<file path="config.mk">
export PLATFORM = sky130hd
export DESIGN_NAME = riff_wave_stream_parser
export DESIGN_NICKNAME = d
export VERILOG_FILES = /design/src/rtl/core/rwp_pkg.sv /design/src/rtl/core/riff_wave_stream_parser.sv /design/src/rtl/core/rwp_in_reg.sv /design/src/rtl/core/rwp_parser.sv /design/src/rtl/core/rwp_out_reg.sv
export VERILOG_INCLUDE_DIRS = /design/src /design/src/rtl/core
export SDC_FILE = /design/constraint.sdc
export NUM_CORES = 1
export LEC_CHECK = 0
export ABC_AREA = 1
export BUFFER_PORTS_ARGS = -buffer_cell sky130_fd_sc_hd__clkbuf_2
export CAP_MARGIN = 0
export CORE_MARGIN = 4
export CORE_UTILIZATION = 45
export DETAILED_ROUTE_END_ITERATION = 7
export SLEW_MARGIN = 40
export SYNTH_ARGS = -nofsm -noshare
export SYNTH_HDL_FRONTEND = slang
export SYNTH_SLANG_ARGS = --single-unit
</file>
<file path="constraint.sdc">
create_clock -name aclk -period 15.7 [get_ports aclk]
set_input_delay 3.14 -clock aclk [delete_from_list [all_inputs] [get_ports aclk]]
set_output_delay 3.14 -clock aclk [all_outputs]
set_load 0.1 [all_outputs]
</file>
<file path="src/rtl/core/riff_wave_stream_parser_defines.svh">
// assertion macros for the riff wave parser rtl
`ifndef RIFF_WAVE_STREAM_PARSER_DEFINES_SVH
`define RIFF_WAVE_STREAM_PARSER_DEFINES_SVH

// same-cycle implication, checked out of reset
`define RWP_ASSERT_IMP(label, clk, rstn, ante, cons) \
    label: assert property (@(posedge clk) disable iff (!(rstn)) (ante) |-> (cons)) \
        else $error("rwp assertion failed");

// next-cycle implication, checked out of reset
`define RWP_ASSERT_NEXT(label, clk, rstn, ante, cons) \
    label: assert property (@(posedge clk) disable iff (!(rstn)) (ante) |=> (cons)) \
        else $error("rwp assertion failed");

`endif

</file>
<file path="src/rtl/core/rwp_pkg.sv">
// package with types and constants of the riff wave stream parser
`timescale 1ns / 1ps
`default_nettype none

package rwp_pkg;

    typedef enum logic [2:0] {
        PH_HEADER = 3'd0,
        PH_FMTX   = 3'd1,
        PH_CHDR   = 3'd2,
        PH_SKIP   = 3'd3,
        PH_DATA   = 3'd4,
        PH_DONE   = 3'd5
    } rwp_phase_t;

    localparam logic [2:0] ST_OK        = 3'd0;
    localparam logic [2:0] ST_TOO_SHORT = 3'd1;
    localparam logic [2:0] ST_NOT_RIFF  = 3'd2;
    localparam logic [2:0] ST_NOT_PCM   = 3'd3;
    localparam logic [2:0] ST_NO_DATA   = 3'd4;

    localparam logic [31:0] ID_RIFF = 32'h4646_4952;
    localparam logic [31:0] ID_WAVE = 32'h4556_4157;
    localparam logic [31:0] ID_FMT  = 32'h2074_6D66;
    localparam logic [31:0] ID_DATA = 32'h6174_6164;

    localparam logic [31:0] FMT_BASE     = 32'd16;
    localparam logic [15:0] FMT_PCM      = 16'd1;
    localparam logic [31:0] MIN_LAST_OFF = 32'd43;

    typedef struct packed {
        logic       last;
        logic [7:0] data;
    } rwp_in_t;

    typedef struct packed {
        logic        has_sample;
        logic [7:0]  sample;
        logic        done;
        logic [2:0]  status;
        logic [31:0] rate;
        logic [15:0] bits;
        logic [15:0] channels;
        logic [31:0] pcm_length;
    } rwp_result_t;

endpackage

`default_nettype wire

</file>
<file path="src/rtl/core/riff_wave_stream_parser.sv">
// Top level of the RIFF/WAVE stream parser.
// Input channel s_*: one byte of a WAV file per request, s_tlast on the final byte.
// Result channel m_*: one result per PCM data byte (m_tuser high) and one on the
// final byte (m_tlast high, status valid); other bytes give no result.
// Results carry the header values parsed so far and the PCM byte count.
// Status: 0 ok, 1 file shorter than 44 bytes, 2 not RIFF/WAVE, 3 not PCM,
// 4 no data or empty data chunk.
// A byte accepted into the input register passes through the combinational parse
// logic into the result register, whose valid flag drives m_tvalid.
// Throughput: one byte per cycle while m_tready is high; the input register and
// result register hold at most two requests in flight; byte decode is combinational.
// Reset: both registers empty, parser waits for the first header byte.
// Stall: while a result is held unread, the held input byte waits, the input
// register fills and s_tready drops until m_tready returns.
// After the final byte the parser starts over for the next file.
`timescale 1ns / 1ps
`default_nettype none

module riff_wave_stream_parser (
    input  wire logic          aclk,
    input  wire logic          aresetn,
    input  wire logic          s_tvalid,
    output logic               s_tready,
    input  wire logic [7:0]    s_tdata,   // file_byte
    input  wire logic          s_tlast,   // final_byte
    output logic               m_tvalid,
    input  wire logic          m_tready,
    // sample_byte, status, rate_hz, sample_bits, channel_count, pcm_length, zero pad
    output logic [111:0]       m_tdata,
    output logic               m_tuser,   // has_sample_byte
    output logic               m_tlast    // file_done
);

    logic                 item_valid;
    rwp_pkg::rwp_in_t     item;
    logic                 take;
    logic                 space;
    logic                 res_valid;
    rwp_pkg::rwp_result_t res;

    assign take = item_valid && space;

    rwp_in_reg u_in_reg (
        .aclk       (aclk),
        .aresetn    (aresetn),
        .s_tvalid   (s_tvalid),
        .s_tready   (s_tready),
        .s_tdata    (s_tdata),
        .s_tlast    (s_tlast),
        .take       (take),
        .item_valid (item_valid),
        .item       (item)
    );

    rwp_parser u_parser (
        .aclk      (aclk),
        .aresetn   (aresetn),
        .step      (take),
        .item      (item),
        .res_valid (res_valid),
        .res       (res)
    );

    rwp_out_reg u_out_reg (
        .aclk     (aclk),
        .aresetn  (aresetn),
        .load     (take && res_valid),
        .res      (res),
        .space    (space),
        .m_tvalid (m_tvalid),
        .m_tready (m_tready),
        .m_tdata  (m_tdata),
        .m_tuser  (m_tuser),
        .m_tlast  (m_tlast)
    );

endmodule

`default_nettype wire

</file>
<file path="src/rtl/core/rwp_in_reg.sv">
// input register of the riff wave parser
`timescale 1ns / 1ps
`default_nettype none

module rwp_in_reg (
    input  wire logic           aclk,
    input  wire logic           aresetn,
    input  wire logic           s_tvalid,
    output logic                s_tready,
    input  wire logic [7:0]     s_tdata,   // file_byte
    input  wire logic           s_tlast,   // final_byte
    input  wire logic           take,
    output logic                item_valid,
    output rwp_pkg::rwp_in_t    item
);

    logic             valid_reg;
    logic             valid_next;
    rwp_pkg::rwp_in_t item_reg;

    // a new request may enter when the register is empty or the held byte leaves in this cycle
    assign s_tready   = !valid_reg || take;
    assign valid_next = (s_tvalid && s_tready) || (valid_reg && !take);

    always_ff @(posedge aclk) begin
        if (!aresetn) begin
            valid_reg <= 1'b0;
        end else begin
            valid_reg <= valid_next;
        end
    end

    always_ff @(posedge aclk) begin
        if (s_tvalid && s_tready) begin
            item_reg.data <= s_tdata;
            item_reg.last <= s_tlast;
        end
    end

    assign item_valid = valid_reg;
    assign item       = item_reg;

endmodule

`default_nettype wire

</file>
<file path="src/rtl/core/rwp_parser.sv">
// parse state and per-byte decode of the riff wave parser
`timescale 1ns / 1ps
`default_nettype none
`include "riff_wave_stream_parser_defines.svh"

module rwp_parser (
    input  wire logic                aclk,
    input  wire logic                aresetn,
    input  wire logic                step,
    input  wire rwp_pkg::rwp_in_t    item,
    output logic                     res_valid,
    output rwp_pkg::rwp_result_t     res
);

    rwp_pkg::rwp_phase_t phase_reg, phase_next;
    logic [31:0] off_reg, off_next;
    logic [31:0] id_reg, id_next;
    logic [31:0] size_reg, size_next;
    logic [32:0] skip_reg, skip_next;
    logic [31:0] extra_reg, extra_next;
    logic [31:0] rate_reg, rate_next;
    logic [15:0] bits_reg, bits_next;
    logic [15:0] chan_reg, chan_next;
    logic [31:0] cnt_reg, cnt_next;
    logic [1:0]  err_reg, err_next;

    logic [31:0] id_sh;
    logic [31:0] size_sh;
    logic [32:0] skip_dec;
    logic [32:0] skip_inc;
    logic [32:0] chunk_len;
    logic        emit;
    logic [2:0]  status;

    always_ff @(posedge aclk) begin
        if (!aresetn) begin
            phase_reg <= rwp_pkg::PH_HEADER;
            off_reg   <= '0;
            id_reg    <= '0;
            size_reg  <= '0;
            skip_reg  <= '0;
            extra_reg <= '0;
            rate_reg  <= '0;
            bits_reg  <= '0;
            chan_reg  <= '0;
            cnt_reg   <= '0;
            err_reg   <= '0;
        end else if (step) begin
            phase_reg <= phase_next;
            off_reg   <= off_next;
            id_reg    <= id_next;
            size_reg  <= size_next;
            skip_reg  <= skip_next;
            extra_reg <= extra_next;
            rate_reg  <= rate_next;
            bits_reg  <= bits_next;
            chan_reg  <= chan_next;
            cnt_reg   <= cnt_next;
            err_reg   <= err_next;
        end
    end

    always_comb begin
        id_sh      = {item.data, id_reg[31:8]};
        size_sh    = {item.data, size_reg[31:8]};
        skip_dec   = (skip_reg != 33'd0) ? (skip_reg - 33'd1) : skip_reg;
        skip_inc   = skip_reg + 33'd1;
        chunk_len  = {1'b0, size_sh} + {32'd0, size_sh[0]};
        phase_next = phase_reg;
        id_next    = id_reg;
        size_next  = size_reg;
        skip_next  = skip_reg;
        extra_next = extra_reg;
        rate_next  = rate_reg;
        bits_next  = bits_reg;
        chan_next  = chan_reg;
        cnt_next   = cnt_reg;
        err_next   = err_reg;
        emit       = 1'b0;

        case (phase_reg)
            rwp_pkg::PH_HEADER: begin
                id_next   = id_sh;
                size_next = size_sh;
                if (off_reg == 32'd3 && id_sh != rwp_pkg::ID_RIFF) begin
                    err_next[0] = 1'b1;
                end
                if (off_reg == 32'd11 && id_sh != rwp_pkg::ID_WAVE) begin
                    err_next[0] = 1'b1;
                end
                if (off_reg == 32'd15 && id_sh != rwp_pkg::ID_FMT) begin
                    err_next[1] = 1'b1;
                end
                if (off_reg == 32'd19) begin
                    extra_next = (size_sh > rwp_pkg::FMT_BASE) ?
                                 (size_sh - rwp_pkg::FMT_BASE) : 32'd0;
                end
                if (off_reg == 32'd21 && size_sh[31:16] != rwp_pkg::FMT_PCM) begin
                    err_next[1] = 1'b1;
                end
                if (off_reg == 32'd23) begin
                    chan_next = size_sh[31:16];
                end
                if (off_reg == 32'd27) begin
                    rate_next = size_sh;
                end
                if (off_reg == 32'd35) begin
                    bits_next = size_sh[31:16];
                    if (err_next != 2'd0) begin
                        phase_next = rwp_pkg::PH_DONE;
                    end else if (extra_reg != 32'd0) begin
                        phase_next = rwp_pkg::PH_FMTX;
                        skip_next  = {1'b0, extra_reg};
                    end else begin
                        phase_next = rwp_pkg::PH_CHDR;
                        skip_next  = '0;
                    end
                end
            end
            rwp_pkg::PH_FMTX, rwp_pkg::PH_SKIP: begin
                skip_next = skip_dec;
                if (skip_dec == 33'd0) begin
                    phase_next = rwp_pkg::PH_CHDR;
                end
            end
            rwp_pkg::PH_CHDR: begin
                // first four bytes are the id, next four the size
                if (skip_reg < 33'd4) begin
                    id_next = id_sh;
                end else begin
                    size_next = size_sh;
                end
                skip_next = skip_inc;
                if (skip_inc == 33'd8) begin
                    if (id_next == rwp_pkg::ID_DATA) begin
                        if (size_next == 32'd0) begin
                            phase_next = rwp_pkg::PH_DONE;
                        end else begin
                            phase_next = rwp_pkg::PH_DATA;
                            skip_next  = {1'b0, size_next};
                        end
                    end else if (chunk_len == 33'd0) begin
                        phase_next = rwp_pkg::PH_CHDR;
                        skip_next  = '0;
                    end else begin
                        phase_next = rwp_pkg::PH_SKIP;
                        skip_next  = chunk_len;
                    end
                end
            end
            rwp_pkg::PH_DATA: begin
                emit      = 1'b1;
                cnt_next  = cnt_reg + 32'd1;
                skip_next = skip_dec;
                if (skip_dec == 33'd0) begin
                    phase_next = rwp_pkg::PH_DONE;
                end
            end
            default: begin
            end
        endcase

        off_next = (off_reg == 32'hFFFF_FFFF) ? off_reg : (off_reg + 32'd1);

        if (off_reg < rwp_pkg::MIN_LAST_OFF) begin
            status = rwp_pkg::ST_TOO_SHORT;
        end else if (err_next[0]) begin
            status = rwp_pkg::ST_NOT_RIFF;
        end else if (err_next[1]) begin
            status = rwp_pkg::ST_NOT_PCM;
        end else if (cnt_next == 32'd0) begin
            status = rwp_pkg::ST_NO_DATA;
        end else begin
            status = rwp_pkg::ST_OK;
        end

        res_valid      = emit || item.last;
        res.has_sample = emit;
        res.sample     = emit ? item.data : 8'd0;
        res.done       = item.last;
        res.status     = item.last ? status : rwp_pkg::ST_OK;
        res.rate       = rate_next;
        res.bits       = bits_next;
        res.channels   = chan_next;
        res.pcm_length = cnt_next;

        // the final byte returns everything to the start of a new file
        if (item.last) begin
            phase_next = rwp_pkg::PH_HEADER;
            off_next   = '0;
            id_next    = '0;
            size_next  = '0;
            skip_next  = '0;
            extra_next = '0;
            rate_next  = '0;
            bits_next  = '0;
            chan_next  = '0;
            cnt_next   = '0;
            err_next   = '0;
        end
    end

    `RWP_ASSERT_IMP(a_emit_only_in_data, aclk, aresetn,
                    step && res.has_sample, phase_reg == rwp_pkg::PH_DATA)
    `RWP_ASSERT_IMP(a_status_only_on_done, aclk, aresetn,
                    step && res_valid && !res.done, res.status == rwp_pkg::ST_OK)
    `RWP_ASSERT_NEXT(a_restart_after_last, aclk, aresetn, step && item.last,
                     phase_reg == rwp_pkg::PH_HEADER && off_reg == 32'd0 && cnt_reg == 32'd0)

endmodule

`default_nettype wire

</file>
<file path="src/rtl/core/rwp_out_reg.sv">
// result register of the riff wave parser
`timescale 1ns / 1ps
`default_nettype none

module rwp_out_reg (
    input  wire logic                 aclk,
    input  wire logic                 aresetn,
    input  wire logic                 load,
    input  wire rwp_pkg::rwp_result_t res,
    output logic                      space,
    output logic                      m_tvalid,
    input  wire logic                 m_tready,
    // sample_byte, status, rate_hz, sample_bits, channel_count, pcm_length, zero pad
    output logic [111:0]              m_tdata,
    output logic                      m_tuser,   // has_sample_byte
    output logic                      m_tlast    // file_done
);

    logic                 valid_reg;
    logic                 valid_next;
    rwp_pkg::rwp_result_t res_reg;

    assign space      = !valid_reg || m_tready;
    assign valid_next = load || (valid_reg && !m_tready);

    always_ff @(posedge aclk) begin
        if (!aresetn) begin
            valid_reg <= 1'b0;
        end else begin
            valid_reg <= valid_next;
        end
    end

    always_ff @(posedge aclk) begin
        if (load) begin
            res_reg <= res;
        end
    end

    assign m_tvalid = valid_reg;
    assign m_tuser  = res_reg.has_sample;
    assign m_tlast  = res_reg.done;
    assign m_tdata  = {5'd0, res_reg.pcm_length, res_reg.channels, res_reg.bits,
                       res_reg.rate, res_reg.status, res_reg.sample};

endmodule

`default_nettype wire
</file>
==> results_dict.tcl, run 1 <==
set metrics [dict create \
    status "finished, final reports clean" \
    swShare_pct 36.71 \
    viasPerCell 5.556 \
    p_sw_mw 1.072 \
    synthCells 3471 \
    dr_total_vias 23250 \
    fin_setup_tns_ns 0 \
    cpMostUsedCell "clkbuf_2" \
    wl_per_cell_um 18.55 \
    die-area_um2 54840 \
    design_area_um2 25380 \
    ir_worst_vdd_mv 0.09208 \
    numCtsBuffers 44 \
    die_w_um 234.2 \
    ys.flop_type "dfxtp_1" \
    cts_tree "yes" \
    antenna_found_initial 0 \
    grt_busiest_layer "met2" \
    synthesis.area_um2 23020 \
    end_kind "output pin" \
    cts_setup_buffers 0 \
    nFillCells 5102 \
    post-place-ws_ns 8.735 \
    relSlewSlack_pct 44.64 \
    grt_overflow_total 0 \
    track_usage_pct 27.65 \
    setup.worst_path.start_class "primary input" \
    ys_seq_elements 382 \
    ys_types 56 \
    num_rows 82 \
    finalSetupViolations 0 \
    io_pins 129 \
    worstPathCellList "clkbuf_2 > inv_1 > nand3_1 > clkbuf_2" \
    syn_avg_cell_area_um2 6.632 \
    fmax_mhz 143.6 \
    yosysTopAreaCell "dfxtp_1" \
    grt_use_met2_pct 42.92 \
    crit_required_ns 12.56 \
    setup_ws_ns 8.736 \
    maxCapViolCount 0 \
    ant_nets 0 \
    root_buffer "clkbuf_16" \
    worstMarginPinSlew_ns 0.8305 \
    p_leak_nw 10.59 \
    grt_pass1_wl_um 120500 \
    worst_skew_pair.late_latency_ns 0.59 \
    placement.io_buffers 123 \
    slowest_stage "clkbuf_2" \
    wl_um 77630 \
    finClkSkew_ns 0.02580 \
    chipHeight_um 234.2 \
    drt-pass1-iter-count 6 \
    place.gp.congestion 0.9934 \
    yosysWarnings 0 \
    placed_area_um2 23910 \
    intPower_mw 1.849 \
    grt_max_degree 96 \
    drc_errors 0 \
    grt_pass1_vias 21200 \
    p_total_mw 2.921 \
    netlist_top_cells_count "nand2_1, nor2_1, inv_1, dfxtp_1, a21oi_1" \
    power.density_nw_per_um2 115.1 \
    yosysMostFrequentCell "nand2_1" \
    yosys.area.top_type_share_pct 22.96 \
    power_frac_seq_pct 37.0 \
    largest_reg_flops 107 \
    drtIter0Drc 2489 \
    gr-usage-met1_pct 39.94 \
    synth_edf_count 118 \
    met3_usage_pct 3.705 \
    p_clk_share_pct 35.6 \
    dp.final_hpwl_um 55830 \
    post-route-period-util_pct 44.35 \
    num_antenna_cells 0 \
    numClockSinks 382 \
    worst-setup-path-type "in2out" \
    start_util_pct 45.70 \
    period_needed_ns 6.964 \
    crit_path_max_fanout 3 \
    netlist_top_cells_area "dfxtp_1, nand2_1, edfxtp_1" \
    hold_path_class "reg2reg" \
    async_flop_share_pct 0 \
    clk_path_buf_depth 3 \
    holdBufCountCts 0 \
    combPwrFrac_pct 27.3 \
    cts_resized 0 \
    crit_arrival_ns 3.82 \
    area_growth_pct 10.23 \
    ys_seq_area_share_pct 38.35 \
    hold_viol_final 0 \
    slowest_delay_ns 0.47 \
    core_area_um2 50380 \
    cts.reportedPaths.clkPinSlew_ns 0.05 \
    drive_gt1_share_pct 8.200 \
    rsz0062_at_grt "no" \
    cts_max_level 2 \
    drv_slew 0 \
    nNetsFinal 3501 \
]
per-layer routing:
layer	vias to the layer above	routed length [µm]	part of all wire (%)
met1	10830	34960	45
met4	0	2474	3.2
li1	11250	-	-
met5	-	0	0
met2	1008	34380	44
met3	160	5814	7.5
power by group through the flow:
stage | Combinational [mW] | Sequential [mW] | Clock [mW]
final | 0.799 | 1.08 | 1.04
after global routing | 0.873 | 1.08 | 1.10
after CTS | 0.781 | 1.08 | 1.06
after detailed placement | 0.776 | 1.10 | 0
after global placement | 0.777 | 1.10 | 0
after floorplan | 0.537 | 1.14 | 0
worst max-delay path, delay by kind of cell:
| family | cells | cell delay, ns |
|---|---|---|
| buf+inv | 3 | 0.58 |
| simple gates | 1 | 0.10 |
path summary, 6_finish.rpt:
kind | startpoint | endpoint | slack [ns] | cells after the start
setup / recovery | m_tready | s_tready | 8.74 | 4
setup reg to reg | u_parser.skip_reg[17] | u_parser.skip_reg[7] | 10.43 | 20
hold reg to reg | u_parser.chan_reg[13] | u_parser.chan_reg[13] | 0.46 | 2
hold / removal | u_parser.chan_reg[13] | u_parser.chan_reg[13] | 0.46 | 2
stage by stage:
stage | cells | utilization, % | hold WS (ns)
after global placement | 4101 | 47.36 | 0.4510
after floorplan | 3475 | - | 0.4206
after detailed placement | 4102 | 47.46 | 0.4551
after CTS | 4184 | 50.37 | 0.4646
final | 4184 | 50.37 | 0.4649
after global routing | 4184 | 50.37 | 0.4822
cell type report:
class                           instances  area, µm²  share of cell area (%)
Multi-Input combinational cell       2549      12090                   47.66
Sequential cell                       382       8828                   34.79
Inverter                              353       1333                   5.251
Clock buffer                           60       1221                   4.812
Tap cell                              672      840.8                   3.313
Timing Repair Buffer                  146      819.5                   3.230
Clock inverter                         22      240.2                  0.9467
cell families (layout without fill, tap and decap cells):
family	count (synthesis)	after routing	synth area share, %
other	1	5	0.01629
adders and majority gates	12	12	0.6522
DFF	382	382	38.35
AOI/OAI and AO/OA	533	533	12.48
muxes	16	16	0.6957
buffers and inverters	544	581	9.495
xor gates and xnor gates	114	114	4.337
and+or+nand+nor	1869	1869	33.97
layout by cell type (no fill, tap or decap), types with 3 or more instances in the layout:
master	count
conb_1	5
edfxtp_1	118
nor2_1	427
ha_1	12
or2_2	9
and2_1	3
clkbuf_1	10
clkinv_2	6
nand2_2	7
xnor2_1	11
dfxtp_1	264
mux2i_1	16
nand3b_1	11
a21oi_1	251
a22oi_1	9
buf_4	19
nor4_1	13
o21ai_1	30
buf_6	3
nor3_2	3
nor2_2	15
clkbuf_16	44
clkbuf_2	123
nor3_1	87
inv_2	5
nand3_1	235
clkbuf_8	6
clkinv_1	16
bufinv_16	4
nor2_4	9
inv_1	336
a31oi_1	34
o21ai_0	177
nand2_1	990
o221a_2	15
nand4_1	47
xor2_1	103
Note: power is estimated with default switching activity, not from simulation.
==> inputs of run 2 (changes only) <==
==> constraint.sdc (replaced) <==
create_clock -name aclk -period 5.85 [get_ports aclk]
set_input_delay 1.17 -clock aclk [delete_from_list [all_inputs] [get_ports aclk]]
set_output_delay 1.17 -clock aclk [all_outputs]
set_load 0.1 [all_outputs]
==> results_dict.tcl, run 2 (synthesis results as in run 1) <==
set metrics [dict create \
    final_cell_mix "nand2_1, nor2_1, inv_1" \
    finClkSkew_ns 0.02065 \
    post-place-ws_ns 1.536 \
    nFillCells 5175 \
    io_pins 129 \
    grt_pass1_wl_um 127700 \
    hold_viol_final 0 \
    drt-pass1-iter-count 7 \
    crit_required_ns 6.35 \
    drive_gt1_share_pct 8.357 \
    die-area_um2 54840 \
    slowest_delay_ns 0.73 \
    cts_tree "yes" \
    holdBufCountCts 0 \
    drc_errors 0 \
    end_kind "register" \
    cts_setup_buffers 0 \
    cts.reportedPaths.clkPinSlew_ns 0.06 \
    worstPathCellList "nor2_1 > nand2_1 > nor2_1 > nand2_2 > nor2_8 > buf_4 > nand2_1 > o21ai_1 > nand2_1 > nor2_1 > nand2_1 > nor2_2 > nand2_2 > nand2_1 > nand2_1 > nand2_1 > nand2_1 > nand2_1 > nand2_1 > a21oi_1" \
    maxCapViolCount 0 \
    chipHeight_um 234.2 \
    multiInputGateArea_um2 12090 \
    cpMostUsedCell "nand2_1" \
    drtIter0Drc 2282 \
    clk_path_buf_depth 3 \
    grt_max_degree 95 \
    placement.io_buffers 123 \
    route.met3.wl_um 6329 \
    period_needed_ns 4.452 \
    power_frac_seq_pct 36.7 \
    worstHoldStart "u_parser.bits_reg[4]" \
    ant_nets 0 \
    setup.worst_path.start_class "register" \
    fin_util_pct 50.52 \
    hold_path_class "reg2reg" \
    dr_total_vias 23250 \
    hold_depth 2 \
    fmax_mhz 224.6 \
    route.met2.wl_um 36970 \
    p_clk_share_pct 35.7 \
    finalSetupViolations 0 \
    ir_worst_vdd_mv 0.2560 \
    hold_end "u_parser.bits_reg[4]" \
    drv_slew 0 \
    area_growth_pct 10.56 \
    dp.final_hpwl_um 60410 \
    p_sw_mw 2.930 \
    numCtsBuffers 44 \
    core_area_um2 50380 \
    track_usage_pct 29.75 \
    seqCellArea_um2 8828 \
    setup_ws_ns 1.398 \
    post-place-cells 4108 \
    numClockSinks 382 \
    combPwrFrac_pct 27.5 \
    cts_max_level 2 \
    intPower_mw 4.975 \
    swShare_pct 37.07 \
    viasPerCell 5.549 \
    wl_um 83370 \
    r2r_slack_ns 1.40 \
    rsz0062_at_grt "no" \
    relSlewSlack_pct 43.34 \
    status "finished, final reports clean" \
    layout_commonest_cell "nand2_1" \
    slowest_stage "nor2_8" \
    p_leak_nw 10.64 \
    worstMarginPinSlew_ns 0.8411 \
    num_antenna_cells 0 \
    root_buffer "clkbuf_16" \
    place.gp.congestion 0.9697 \
    grt_overflow_total 0 \
    nNetsFinal 3507 \
    crit_path_max_fanout 57 \
    antenna_found_initial 0 \
    post-route-period-util_pct 76.09 \
    largest_reg_flops 107 \
    power.density_nw_per_um2 310.6 \
    worst-setup-path-type "reg2reg" \
    num_rows 82 \
    grt_pass1_vias 21840 \
    wl_per_cell_um 19.90 \
    fin_setup_tns_ns 0 \
    worst_skew_pair.late_latency_ns 0.59 \
    drt-met1-wl_um 37230 \
    r2r_cells 20 \
    routed.top_layer "met4" \
    start_util_pct 45.70 \
    timing.rr.end "u_parser.skip_reg[0]" \
    worst_hold_slack_ns 0.4633 \
    r2r_start "u_parser.skip_reg[28]" \
    die_w_um 234.2 \
    crit_arrival_ns 4.95 \
    fin_cells 4190 \
    cts_resized 0 \
]
## run 2: changes by cell type in the layout (fill, tap and decap cells not counted), moves of 2 or more
cell,delta
clkinv_1,+3
buf_4,+5
buf_12,+2
clkbuf_8,+2
clkbuf_1,-3
## run 2: worst max path at each step
| stage | slack, ns | end | from | cells past startpoint |
|---|---|---|---|---|
| 2_1_floorplan | 0.64 | u_out_reg.m_tdata[0] | m_tready | 6 |
| 3_3_place_gp | 1.57 | u_parser.skip_reg[0] | u_parser.skip_reg[24] | 20 |
| 3_5_place_dp | 1.54 | u_parser.skip_reg[0] | u_parser.skip_reg[28] | 20 |
| 4_1_cts | 1.50 | u_parser.skip_reg[0] | u_parser.skip_reg[28] | 20 |
| 5_1_grt | 0.93 | u_parser.skip_reg[18] | u_parser.skip_reg[28] | 20 |
| 6_report | 1.40 | u_parser.skip_reg[0] | u_parser.skip_reg[28] | 20 |
## run 2: layer usage
layer  vias up  global-route usage, %
met4         0                  9.859
li1      11280                      -
met2       920                  46.27
met1     10910                  41.77
met5         -                      0
met3       147                  5.552
## run 2: power by group through the flow
stage / registers, mW / clock network [mW] / logic, mW
6_report: 2.90 / 2.82 / 2.18
3_3_place_gp: 2.95 / 0 / 2.13
5_1_grt: 2.91 / 2.98 / 2.39
4_1_cts: 2.90 / 2.88 / 2.14
2_1_floorplan: 3.05 / 0 / 1.44
3_5_place_dp: 2.96 / 0 / 2.13
## run 2: stage by stage
step                      instance area [µm²]  power (mW)
final                                   25450       7.905
after global routing                    25450       8.280
after CTS                               25450       7.913
after detailed placement                23970       5.081
after global placement                  23930       5.089
after floorplan                         23040       4.488
## run 2: critical path, delay by kind of cell (launching register included)
kind	cells	cell delay (ns)
simple gates	17	3.23
buf+inv	1	0.41
flops	1	0.39
compound gates	2	0.31
## run 2: final cells by class
cell class | instances | area share (%)
Clock buffer | 60 | 4.960
Clock inverter | 22 | 0.8406
Inverter | 353 | 5.235
Multi-Input combinational cell | 2549 | 47.49
Sequential cell | 382 | 34.69
Tap cell | 672 | 3.304
Timing Repair Buffer | 152 | 3.480
